File: config.mk
export PLATFORM = sky130hd
export DESIGN_NAME = handshake_hello_parser_top
export DESIGN_NICKNAME = d
export VERILOG_FILES = /design/src/rtl/hhp_pkg.sv /design/src/rtl/hhp_judge.sv /design/src/rtl/handshake_hello_parser_top.sv
export VERILOG_INCLUDE_DIRS = /design/src /design/src/rtl
export SDC_FILE = /design/constraint.sdc
export NUM_CORES = 1
export LEC_CHECK = 0
export BUFFER_PORTS_ARGS = -buffer_cell sky130_fd_sc_hd__buf_2
export CAP_MARGIN = 20
export CORE_UTILIZATION = 40
export DETAILED_ROUTE_END_ITERATION = 7
export GPL_TIMING_DRIVEN = 0
export SETUP_SLACK_MARGIN = 0.05
export SLEW_MARGIN = 40
export SYNTH_ARGS = -nofsm -noshare
export SYNTH_HDL_FRONTEND = slang
export SYNTH_SLANG_ARGS = --single-unit
File: constraint.sdc
create_clock -name clk_i -period 4.43 [get_ports clk_i]
set_clock_uncertainty 0.05 [all_clocks]
set_input_delay 1.329 -clock clk_i [delete_from_list [all_inputs] [get_ports clk_i]]
set_output_delay 1.329 -clock clk_i [all_outputs]
set_load 0.02 [all_outputs]
File: src/rtl/handshake_hello_parser_top_assert.svh
// ----------------------------------------------------------------------------
// Handshake hello parser assertion macros
// Concurrent assertion wrappers on clk_i / rst_ni; empty under synthesis.
// ----------------------------------------------------------------------------
`ifndef HANDSHAKE_HELLO_PARSER_TOP_ASSERT_SVH
`define HANDSHAKE_HELLO_PARSER_TOP_ASSERT_SVH

`ifndef SYNTHESIS
// Check a property on every clock edge outside reset.
`define HHP_ASSERT(lbl, prop) \
  lbl: assert property (@(posedge clk_i) disable iff (!rst_ni) (prop)) \
    else $error("hhp assertion failed");
// Check that ante implies cons in the same cycle.
`define HHP_ASSERT_IMP(lbl, ante, cons) \
  lbl: assert property (@(posedge clk_i) disable iff (!rst_ni) (ante) |-> (cons)) \
    else $error("hhp implication failed");
// Check that ante implies cons in the next cycle.
`define HHP_ASSERT_NEXT(lbl, ante, cons) \
  lbl: assert property (@(posedge clk_i) disable iff (!rst_ni) (ante) |=> (cons)) \
    else $error("hhp next-cycle implication failed");
`else
`define HHP_ASSERT(lbl, prop)
`define HHP_ASSERT_IMP(lbl, ante, cons)
`define HHP_ASSERT_NEXT(lbl, ante, cons)
`endif

`endif

File: src/rtl/hhp_pkg.sv
// ----------------------------------------------------------------------------
// Handshake hello parser package
// Shared constants, status codes, configuration types and peer matching.
// ----------------------------------------------------------------------------
package hhp_pkg;

  localparam int HEADER_BYTES = 8;
  localparam int HdrCntW      = $clog2(HEADER_BYTES);

  localparam logic [15:0] MinBody = 16'd3;
  localparam logic [15:0] MaxBody = 16'd258;

  // Configuration register indexes
  localparam logic [2:0] CFG_LOCAL_TYPE = 3'd0;
  localparam logic [2:0] CFG_MAGIC      = 3'd1;
  localparam logic [2:0] CFG_VERSION    = 3'd2;
  localparam logic [2:0] CFG_FLAGS      = 3'd3;
  localparam logic [2:0] CFG_HELLO      = 3'd4;

  // Socket types
  localparam logic [7:0] SOCK_PAIR   = 8'd0;
  localparam logic [7:0] SOCK_PUB    = 8'd1;
  localparam logic [7:0] SOCK_SUB    = 8'd2;
  localparam logic [7:0] SOCK_DEALER = 8'd5;
  localparam logic [7:0] SOCK_ROUTER = 8'd6;
  localparam logic [7:0] SOCK_XPUB   = 8'd9;
  localparam logic [7:0] SOCK_XSUB   = 8'd10;

  typedef enum logic [2:0] {
    ST_BUSY      = 3'd0,
    ST_OK        = 3'd1,
    ST_BAD_LEN   = 3'd2,
    ST_BAD_MAGIC = 3'd3,
    ST_BAD_FLAGS = 3'd4,
    ST_BAD_CODE  = 3'd5,
    ST_BAD_PEER  = 3'd6,
    ST_BAD_IDLEN = 3'd7
  } status_e;

  typedef struct packed {
    logic [3:0] local_type;
    logic [7:0] magic;
    logic [7:0] version;
    logic [7:0] flags;
    logic [7:0] hello;
  } cfg_t;

  // Fixed header bytes and the body head as seen when the body ends
  typedef struct packed {
    logic [7:0] magic;
    logic [7:0] version;
    logic [7:0] flags;
    logic [7:0] reserved;
    logic [7:0] code;
    logic [7:0] peer;
    logic [7:0] id_len;
    logic [8:0] body_size;
  } frame_t;

  function automatic logic peer_ok(logic [3:0] local_type, logic [7:0] peer);
    logic [7:0] lt;
    logic       ok;
    lt = {4'b0, local_type};
    ok = 1'b0;
    if (lt == SOCK_DEALER || lt == SOCK_ROUTER) begin
      ok = (peer == SOCK_DEALER) || (peer == SOCK_ROUTER);
    end else if (lt == SOCK_PUB || lt == SOCK_XPUB) begin
      ok = (peer == SOCK_SUB) || (peer == SOCK_XSUB);
    end else if (lt == SOCK_SUB || lt == SOCK_XSUB) begin
      ok = (peer == SOCK_PUB) || (peer == SOCK_XPUB);
    end else if (lt == SOCK_PAIR) begin
      ok = (peer == SOCK_PAIR);
    end
    return ok;
  endfunction

endpackage

File: src/rtl/hhp_judge.sv
// ----------------------------------------------------------------------------
// Handshake hello parser final check
// Ranks the end-of-body checks and returns the first failure or success.
// ----------------------------------------------------------------------------
module hhp_judge import hhp_pkg::*; (
  input  cfg_t    cfg_i,
  input  frame_t  frame_i,
  output status_e status_o
);

  logic [8:0] want_len;

  assign want_len = 9'd3 + {1'b0, frame_i.id_len};

  always_comb begin
    priority if (frame_i.magic != cfg_i.magic || frame_i.version != cfg_i.version) begin
      status_o = ST_BAD_MAGIC;
    end else if (frame_i.reserved != 8'd0 || frame_i.flags != cfg_i.flags) begin
      status_o = ST_BAD_FLAGS;
    end else if (frame_i.code != cfg_i.hello) begin
      status_o = ST_BAD_CODE;
    end else if (!peer_ok(cfg_i.local_type, frame_i.peer)) begin
      status_o = ST_BAD_PEER;
    end else if (frame_i.body_size != want_len) begin
      status_o = ST_BAD_IDLEN;
    end else begin
      status_o = ST_OK;
    end
  end

endmodule

File: src/rtl/handshake_hello_parser_top.sv
// ----------------------------------------------------------------------------
// Handshake hello parser, top level
// Takes one handshake byte per word, returns one status word per byte.
// ----------------------------------------------------------------------------
// Throughput is one byte per clock when the output is not stalled; each
// byte yields exactly one result word. A byte first lands in an input
// register, and the header/body counters, the length check and the final
// check all run in the single cycle that moves it into the result register.
// The input register lets one more byte in while a result waits on the
// output. Status stays busy until the byte that ends the parse, then holds
// its value until reset; later bytes are ignored.
// Configuration may be written only while the parser is idle.
`include "handshake_hello_parser_top_assert.svh"

module handshake_hello_parser_top import hhp_pkg::*; (
  input  logic       clk_i,
  input  logic       rst_ni,
  input  logic       cfg_we_i,
  input  logic [2:0] cfg_idx_i,
  input  logic [7:0] cfg_wdata_i,
  input  logic       in_valid_i,
  output logic       in_ready_o,
  input  logic [7:0] rx_byte_i,
  output logic       out_valid_o,
  input  logic       out_ready_i,
  output logic [2:0] status_o,
  output logic       identity_valid_o,
  output logic [7:0] identity_byte_o,
  output logic [7:0] peer_sock_o,
  output logic [7:0] identity_length_o
);

  typedef enum logic [1:0] {
    PH_HEADER = 2'd0,
    PH_BODY   = 2'd1,
    PH_DONE   = 2'd2
  } phase_e;

  cfg_t cfg_q;

  logic       in_valid_q;
  logic [7:0] in_byte_q;
  logic       out_valid_q;
  logic       advance;
  logic       fire;

  phase_e               phase_q, phase_d;
  logic [HdrCntW-1:0]   hdr_cnt_q, hdr_cnt_d;
  logic [8:0]           body_cnt_q, body_cnt_d;
  logic [15:0]          len_lo_q, len_lo_d;
  logic                 len_hi_q, len_hi_d;
  logic [7:0]           hdr_store_q [4];
  logic [7:0]           body_head_q [3];
  logic [7:0]           body_head_d [3];
  status_e              final_q, final_d;
  logic                 idv_q, idv_d;
  logic [7:0]           idb_q, idb_d;

  logic [4:0]           hdr_cnt_ext;
  logic                 hdr_last;
  logic                 len_bad;
  frame_t               frame;
  status_e              judge_status;

  // Configuration
  always_ff @(posedge clk_i or negedge rst_ni) begin
    if (!rst_ni) begin
      cfg_q <= '0;
    end else if (cfg_we_i) begin
      unique case (cfg_idx_i)
        CFG_LOCAL_TYPE: cfg_q.local_type <= cfg_wdata_i[3:0];
        CFG_MAGIC:      cfg_q.magic      <= cfg_wdata_i;
        CFG_VERSION:    cfg_q.version    <= cfg_wdata_i;
        CFG_FLAGS:      cfg_q.flags      <= cfg_wdata_i;
        CFG_HELLO:      cfg_q.hello      <= cfg_wdata_i;
        default: ;
      endcase
    end
  end

  // Handshake: the input register refills whenever its word moves on
  assign advance    = !out_valid_q || out_ready_i;
  assign fire       = in_valid_q && advance;
  assign in_ready_o = !in_valid_q || advance;

  always_ff @(posedge clk_i or negedge rst_ni) begin
    if (!rst_ni) begin
      in_valid_q <= 1'b0;
    end else if (in_ready_o) begin
      in_valid_q <= in_valid_i;
    end
  end

  always_ff @(posedge clk_i) begin
    if (in_ready_o && in_valid_i) begin
      in_byte_q <= rx_byte_i;
    end
  end

  // Parse step
  assign hdr_cnt_ext = 5'(hdr_cnt_q);
  assign hdr_last    = (hdr_cnt_q == HdrCntW'(HEADER_BYTES - 1));

  always_comb begin
    phase_d     = phase_q;
    hdr_cnt_d   = hdr_cnt_q;
    body_cnt_d  = body_cnt_q;
    len_lo_d    = len_lo_q;
    len_hi_d    = len_hi_q;
    body_head_d = body_head_q;
    final_d     = final_q;
    idv_d       = 1'b0;
    idb_d       = 8'd0;
    unique case (phase_q)
      PH_HEADER: begin
        if (hdr_cnt_ext >= 5'd4 && hdr_cnt_ext < 5'd8) begin
          len_hi_d = len_hi_q || (len_lo_q[15:8] != 8'd0);
          len_lo_d = {len_lo_q[7:0], in_byte_q};
        end
        if (hdr_last) begin
          hdr_cnt_d = '0;
          if (len_bad) begin
            final_d = ST_BAD_LEN;
            phase_d = PH_DONE;
          end else begin
            phase_d = PH_BODY;
          end
        end else begin
          hdr_cnt_d = hdr_cnt_q + HdrCntW'(1);
        end
      end
      PH_BODY: begin
        if (body_cnt_q < 9'd3) begin
          body_head_d[body_cnt_q[1:0]] = in_byte_q;
        end else begin
          idv_d = 1'b1;
          idb_d = in_byte_q;
        end
        body_cnt_d = body_cnt_q + 9'd1;
        // Length is at most 258 here, so the low nine bits carry it
        if (body_cnt_d >= len_lo_q[8:0]) begin
          final_d = judge_status;
          phase_d = PH_DONE;
        end
      end
      PH_DONE: ;
      default: phase_d = PH_DONE;
    endcase
  end

  assign len_bad = len_hi_d || (len_lo_d < MinBody) || (len_lo_d > MaxBody);

  assign frame = '{
    magic:     hdr_store_q[0],
    version:   hdr_store_q[1],
    flags:     hdr_store_q[2],
    reserved:  hdr_store_q[3],
    code:      body_head_d[0],
    peer:      body_head_d[1],
    id_len:    body_head_d[2],
    body_size: len_lo_q[8:0]
  };

  hhp_judge u_judge (
    .cfg_i    (cfg_q),
    .frame_i  (frame),
    .status_o (judge_status)
  );

  always_ff @(posedge clk_i or negedge rst_ni) begin
    if (!rst_ni) begin
      phase_q     <= PH_HEADER;
      hdr_cnt_q   <= '0;
      body_cnt_q  <= '0;
      len_lo_q    <= '0;
      len_hi_q    <= 1'b0;
      body_head_q <= '{default: 8'd0};
      final_q     <= ST_BUSY;
      idv_q       <= 1'b0;
      out_valid_q <= 1'b0;
    end else begin
      if (advance) begin
        out_valid_q <= in_valid_q;
      end
      if (fire) begin
        phase_q     <= phase_d;
        hdr_cnt_q   <= hdr_cnt_d;
        body_cnt_q  <= body_cnt_d;
        len_lo_q    <= len_lo_d;
        len_hi_q    <= len_hi_d;
        body_head_q <= body_head_d;
        final_q     <= final_d;
        idv_q       <= idv_d;
      end
    end
  end

  // Header store and identity byte carry no reset
  always_ff @(posedge clk_i) begin
    if (fire) begin
      idb_q <= idb_d;
      if (phase_q == PH_HEADER && hdr_cnt_ext < 5'd4) begin
        hdr_store_q[hdr_cnt_q[1:0]] <= in_byte_q;
      end
    end
  end

  assign out_valid_o       = out_valid_q;
  assign status_o          = final_q;
  assign identity_valid_o  = idv_q;
  assign identity_byte_o   = idb_q;
  assign peer_sock_o       = body_head_q[1];
  assign identity_length_o = body_head_q[2];

  `HHP_ASSERT_IMP(a_done_has_status, phase_q == PH_DONE, final_q != ST_BUSY)
  `HHP_ASSERT_NEXT(a_done_holds, phase_q == PH_DONE, phase_q == PH_DONE && $stable(final_q))
  `HHP_ASSERT_IMP(a_id_after_head, idv_q, body_cnt_q >= 9'd4)
  `HHP_ASSERT_IMP(a_ready_when_empty, !out_valid_q, in_ready_o)
  `HHP_ASSERT(a_body_len_fits, phase_q != PH_BODY || (!len_hi_q && len_lo_q <= MaxBody))

endmodule
Word-level counts from Yosys, hierarchy flattened
Memory sizes are Yosys's and may differ from the RTL's. Cells that the tools add are included. Widths: inputs -> output; s select.

Bits in writable memories: 32. Memories: 1. Input bits: 24. Bits in registers: 113. Logic and storage cells: 134. Output and inout port bits: 30.

Bitwise gates (word level): 3. Reductions and logical operators: 37. $add $sub $neg: 3. Magnitude comparators: 9. Muxes and demuxes: 35. Eq/ne operators: 27.

Memories: hdr_store_q (words 4, width 8, rd ports 4, clocked after Yosys merged registers in 0, write ports 1, RTL line handshake_hello_parser_top.sv:52) `logic [7:0] hdr_store_q [4];`.

Operator list (number): $mux 24 (2); $mux 16 (2); $ne 8x8->1 (4); $mux 3 (9); $bwmux 24 (1); $demux 8 s2 (1); $eq 8x3->1 const B (2); $eq 8x4->1 const B (2); $gt 16x9->1 const B (1); $lt 16x2->1 const B (1); $reduce_bool 8->1 (2); $mux 1 (14); $reduce_and 2->1 (7); $logic_or 1x1->1 (13); $add 2x8->9 const A (1); $add 9x1->9 const B (1); $ge 9x9->1 (1); $lt 9x2->1 const B (1); $ne 9x9->1 (1); $eq 4x3->1 const B (2); $eq 4x4->1 const B (2); $eq 8x1->1 const B (1); $eq 8x2->1 const B (1); $logic_not 8->1 (1); other kinds (28) (41).

Depth between registers and ports, before layout
Depth after elaboration: 22. Depth in mapped cells: 13. Mapped depth without buffers: 12.

By module
A second synthesis with hierarchy kept.

Cell total of the unflattened synthesis: 540. Area, all modules: 6922.9 um^2.

By module, submodules not included: handshake_hello_parser_top (times used 1, area an instance 6188.4 um^2, seq. area each 3868.7 um^2, cells an instance 439); hhp_judge (times used 1, area an instance 734.5 um^2, seq. area each 0.0 um^2, cells an instance 101).

Least setup slack after synthesis
Ideal clock, no wire load.

Path kind: reg-to-reg. Start: reg body_cnt_q[0]. End: reg final_q[2] (netlist: status_o[2]). Cell stages (with the launch flop): 13. Period minus slack after synthesis: 3.333 ns. Buffers on the path: 1. Data required time: 4.245 ns. Arrival: 3.149 ns. Library setup time: 0.135 ns. Setup slack: 1.097 ns. Cells stage by stage: dfrtp_1 > inv_1 > ha_1 > or4b_2 > or4_4 > buf_6 > mux2i_1 > ha_1 > xor2_1 > xnor2_1 > o2111ai_1 > nor4_1 > o211ai_1.

Longest elaborated chain between the ends: 22. Elaborated cells between the ends (all ways): 41. Those cells by class: add/sub (2); order compare (4); eq/ne (9); mux (19); bitwise (1); reduce/logical (6).

Ends and longest elaborated chain: start, declared (RTL line handshake_hello_parser_top.sv:49) `logic [8:0] body_cnt_q, body_cnt_d;`; start signal, assigned (RTL line handshake_hello_parser_top.sv:188) `body_cnt_q <= body_cnt_d;`; parallel branches: the longest is 22 deep, another holds $add 2x8->9; end signal, assigned (RTL line handshake_hello_parser_top.sv:192) `final_q <= final_d;`; end, declared (RTL line handshake_hello_parser_top.sv:55) `status_e final_q, final_d;`.

Several ways; the timed one is not identified. The select of a mux whose other input is x is not followed. A chain may end at the register's enable or synchronous reset.

Final worst setup path
Start: reg body_cnt_q[0]. End: reg final_q[1] (netlist: status_o[1]).

The elaborated chain is that of the path after synthesis.

==> reports/metrics.cfg <==
[logic_synthesis]
synthMuxAreaShare_pct = 12.40
synth-xor-area-share_pct = 7.914
async_reset_ff_share_pct = 66.90
synthSimpleGateAreaFrac_pct = 13.05
synth_top_family_by_area = simple AND/OR/NAND/NOR gates
synth_top_area_share_pct = 33.74
yosys_warnings = 0
syn_inst = 592
synth_cell_types = 56
avgSynthCellArea_um2 = 12.15
synth_compound_area_share_pct = 5.270
synth-seq-cells = 145
synth_fa_ha_area_share_pct = 3.305
synth_area_leaders = dfrtp_1 (34%), edfxtp_1 (20%), mux2_2 (10%)
synthFlopType = dfrtp_1
synth-edff-count = 48
synth_nets = 635
syn_area_um2 = 7193
synth_top_cell_by_area = dfrtp_1
seq_area_frac_synth_pct = 53.78

[final_layout]
drive_gt1_share_pct = 26.70
final_common_cell = dfrtp_1
final_cell_mix = dfrtp_1 (97), mux2_2 (65), buf_2 (52)
areaGrowthSynthToFinish_pct = 16.70
seq_area_um2 = 3869
fin_nets = 708
fill_cells = 1582
multiInputGateArea_um2 = 3025
n_antenna_cell = 0

[worst_setup_path]
endpoint = status_o[1]$_DFFE_PN0P_
crit_path_start_kind = flop
rrSetupSlack_ns = 0.62
regToRegStartpoint = body_cnt_q[0]$_DFFE_PN0P_
path_class = reg -> reg
rr_endpoint = status_o[1]$_DFFE_PN0P_
crit_arrival_ns = 4.04
cp.required_ns = 4.66
startpoint = body_cnt_q[0]$_DFFE_PN0P_
crit_path_max_fanout = 8
reg2reg_depth = 12
endpoint_kind = flop

[sta]
rsz0062_at_grt = false
slew_violations = 0
tightest_slew_ns = 0.8280
period_needed_ns = 3.808
setup_viol = 0
tns_ns = 0
fmax_mhz = 262.6
setup_ws_ns = 0.6222
hold_viol_final = 0
fin_crit_sh_pct = 85.96
slew_headroom_pct = 44.34

[detailed_routing]
routedWlPerCell_um = 18.61
vias = 4752
ant_nets = 0
drt-initial-drc-count = 224
drt_wl_total_mm = 16.81
drc = 0
drt_pass1_iterations = 7
drt-vias-per-instance = 5.262

[floorplanning]
rows = 48
die_w_um = 136.1
die_h_um = 136.1
dieArea_um2 = 18520
start_util_pct = 41.30
design.portCount = 54
core-area_um2 = 17420

[clocking]
post_cts_buffers = 0
cts_sinks = 145
cts_buffer_depth = 2
clk_pin_slew_ns = 0.06
cts_buffers = 17
cts_root_buffer = clkbuf_16
htree_num_levels = 4
cts_tree = done
hold_buffers = 0
clk_latency_ns = 0.43
cts_resized = 0

[power_and_ir_drop]
p_comb_share_pct = 20.3
p_leak_nw = 3.579
p_int_w = 0.002870
clkPwrFrac_pct = 36.3
power_density_nw_per_um2 = 484.5
p_sw_w = 0.001196
p_sw_share_pct = 29.42
ir_drop_mv = 0.3054
seqPwrFrac_pct = 43.4

[grt]
grt_pass1_wl_mm = 26.65
overflow = 0
grtUsageTotal_pct = 19.51
grt_pass1_vias = 4817
grt_max_degree = 69
antenna_found_initial = 0

[run]
drv_cap = 0

[placement]
io_buffers = 53
pre_cts_slack_ns = 0.6740
dp_hpwl_mm = 12.05
gp_congestion = 0.8309

[worst_hold_path]
hold_class = reg -> reg

[run_status]
outcome = finished, final reports clean

## power groups by stage
stage          sequential (W)  combinational (W)  clock (W)
2_1_floorplan         0.00174           0.000604          0
3_3_place_gp          0.00178           0.000793          0
3_5_place_dp          0.00179           0.000821          0
4_1_cts               0.00176           0.000830    0.00150
5_1_grt               0.00179           0.000931    0.00155
6_report              0.00176           0.000825    0.00148
## area by class of cell
class	instances	share of cell area [%]
clock buffers	21	5.366
flip-flops and latches	145	46.09
clock inverters	11	1.878
inverters	21	0.9390
plain buffers	39	2.728
repair buffers	54	3.607
multi-input cells	387	36.04
well taps	225	3.354
## metal layers
| metal | vias to the layer above | share of wire [%] | GRT usage (%) |
|---|---|---|---|
| met5 | - | 0 | 0 |
| met4 | 0 | 1.2 | 6.543 |
| met1 | 2369 | 46 | 26.20 |
| li1 | 2255 | - | - |
| met3 | 12 | 4.1 | 3.169 |
| met2 | 116 | 49 | 31.98 |
## worst min-delay path by stage
stage,from,endpoint,slack [ns],cells past startpoint
after floorplan,len_hi_q$_DFFE_PN0P_,len_hi_q$_DFFE_PN0P_,0.39,1
after global placement,len_hi_q$_DFFE_PN0P_,len_hi_q$_DFFE_PN0P_,0.41,1
after detailed placement,len_hi_q$_DFFE_PN0P_,len_hi_q$_DFFE_PN0P_,0.42,1
after CTS,len_lo_q[14]$_DFFE_PN0P_,len_lo_q[14]$_DFFE_PN0P_,0.44,2
after global routing,len_hi_q$_DFFE_PN0P_,len_hi_q$_DFFE_PN0P_,0.46,1
final,len_hi_q$_DFFE_PN0P_,len_hi_q$_DFFE_PN0P_,0.43,1
## worst max-delay path, cell delays in order, from the launching register on
cell and delay (ns):
dfrtp_1 0.42, inv_1 0.13, ha_1 0.17, or4b_2 0.62
or4_4 0.45, buf_6 0.17, mux2i_1 0.31, ha_1 0.29
xor2_1 0.19, xnor2_1 0.13, o2111ai_1 0.14, nor4_1 0.45
a21oi_1 0.13
## metrics by stage
step | std cells | area [µm²] | hold slack, ns | power [W] | utilization (%)
detailed placement | 871 | 7777 | 0.4171 | 0.002609 | 44.66
global route | 903 | 8394 | 0.4551 | 0.004269 | 48.20
global placement | 870 | 7740 | 0.4058 | 0.002569 | 44.44
floorplan | 592 | 7193 | 0.3907 | 0.002346 | -
finish | 903 | 8394 | 0.4310 | 0.004067 | 48.20
CTS | 903 | 8386 | 0.4358 | 0.004093 | 48.15
## flip-flops by register name, indices dropped and copies added, names as in the netlist, 2 cells and up
register / flops
cfg_q: 36
hdr_store_q: 32
len_lo_q: 16
body_cnt_q: 9
body_head_q: 8
identity_byte_o: 8
identity_length_o: 8
in_byte_q: 8
peer_sock_o: 8
hdr_cnt_q: 3
status_o: 3
phase_q: 2
## cell families (layout without fill, tap and decap cells)
family | Yosys count | in the layout
compound gates | 58 | 58
xor+xnor | 65 | 65
fa+ha+maj | 19 | 19
buf+inv | 60 | 146
flops | 145 | 145
mux | 81 | 81
simple gates | 164 | 164
## cell usage after synthesis (2+ instances only)
master,n
xor2_1,34
nand2_1,42
ha_1,19
mux2_2,65
o2111ai_1,3
a32oi_1,2
inv_1,20
nor3_1,10
a222oi_1,2
o211ai_1,2
xnor2_1,31
a31oi_1,4
nand4b_1,2
edfxtp_1,48
nor4_1,13
or4_1,2
buf_4,16
nand4_1,12
or3_1,4
nand2b_1,9
buf_6,3
a21o_1,3
nand3b_1,2
or4b_2,4
and2_1,17
and3_1,3
nor3b_1,4
o21ai_0,24
nor2_1,17
nor4b_1,2
dfrtp_1,97
o311ai_0,2
nand3_1,11
nor4_2,2
mux2i_1,16
clkbuf_1,19
a21oi_1,6
or4_4,2
Power figures use the tool's default switching activity.
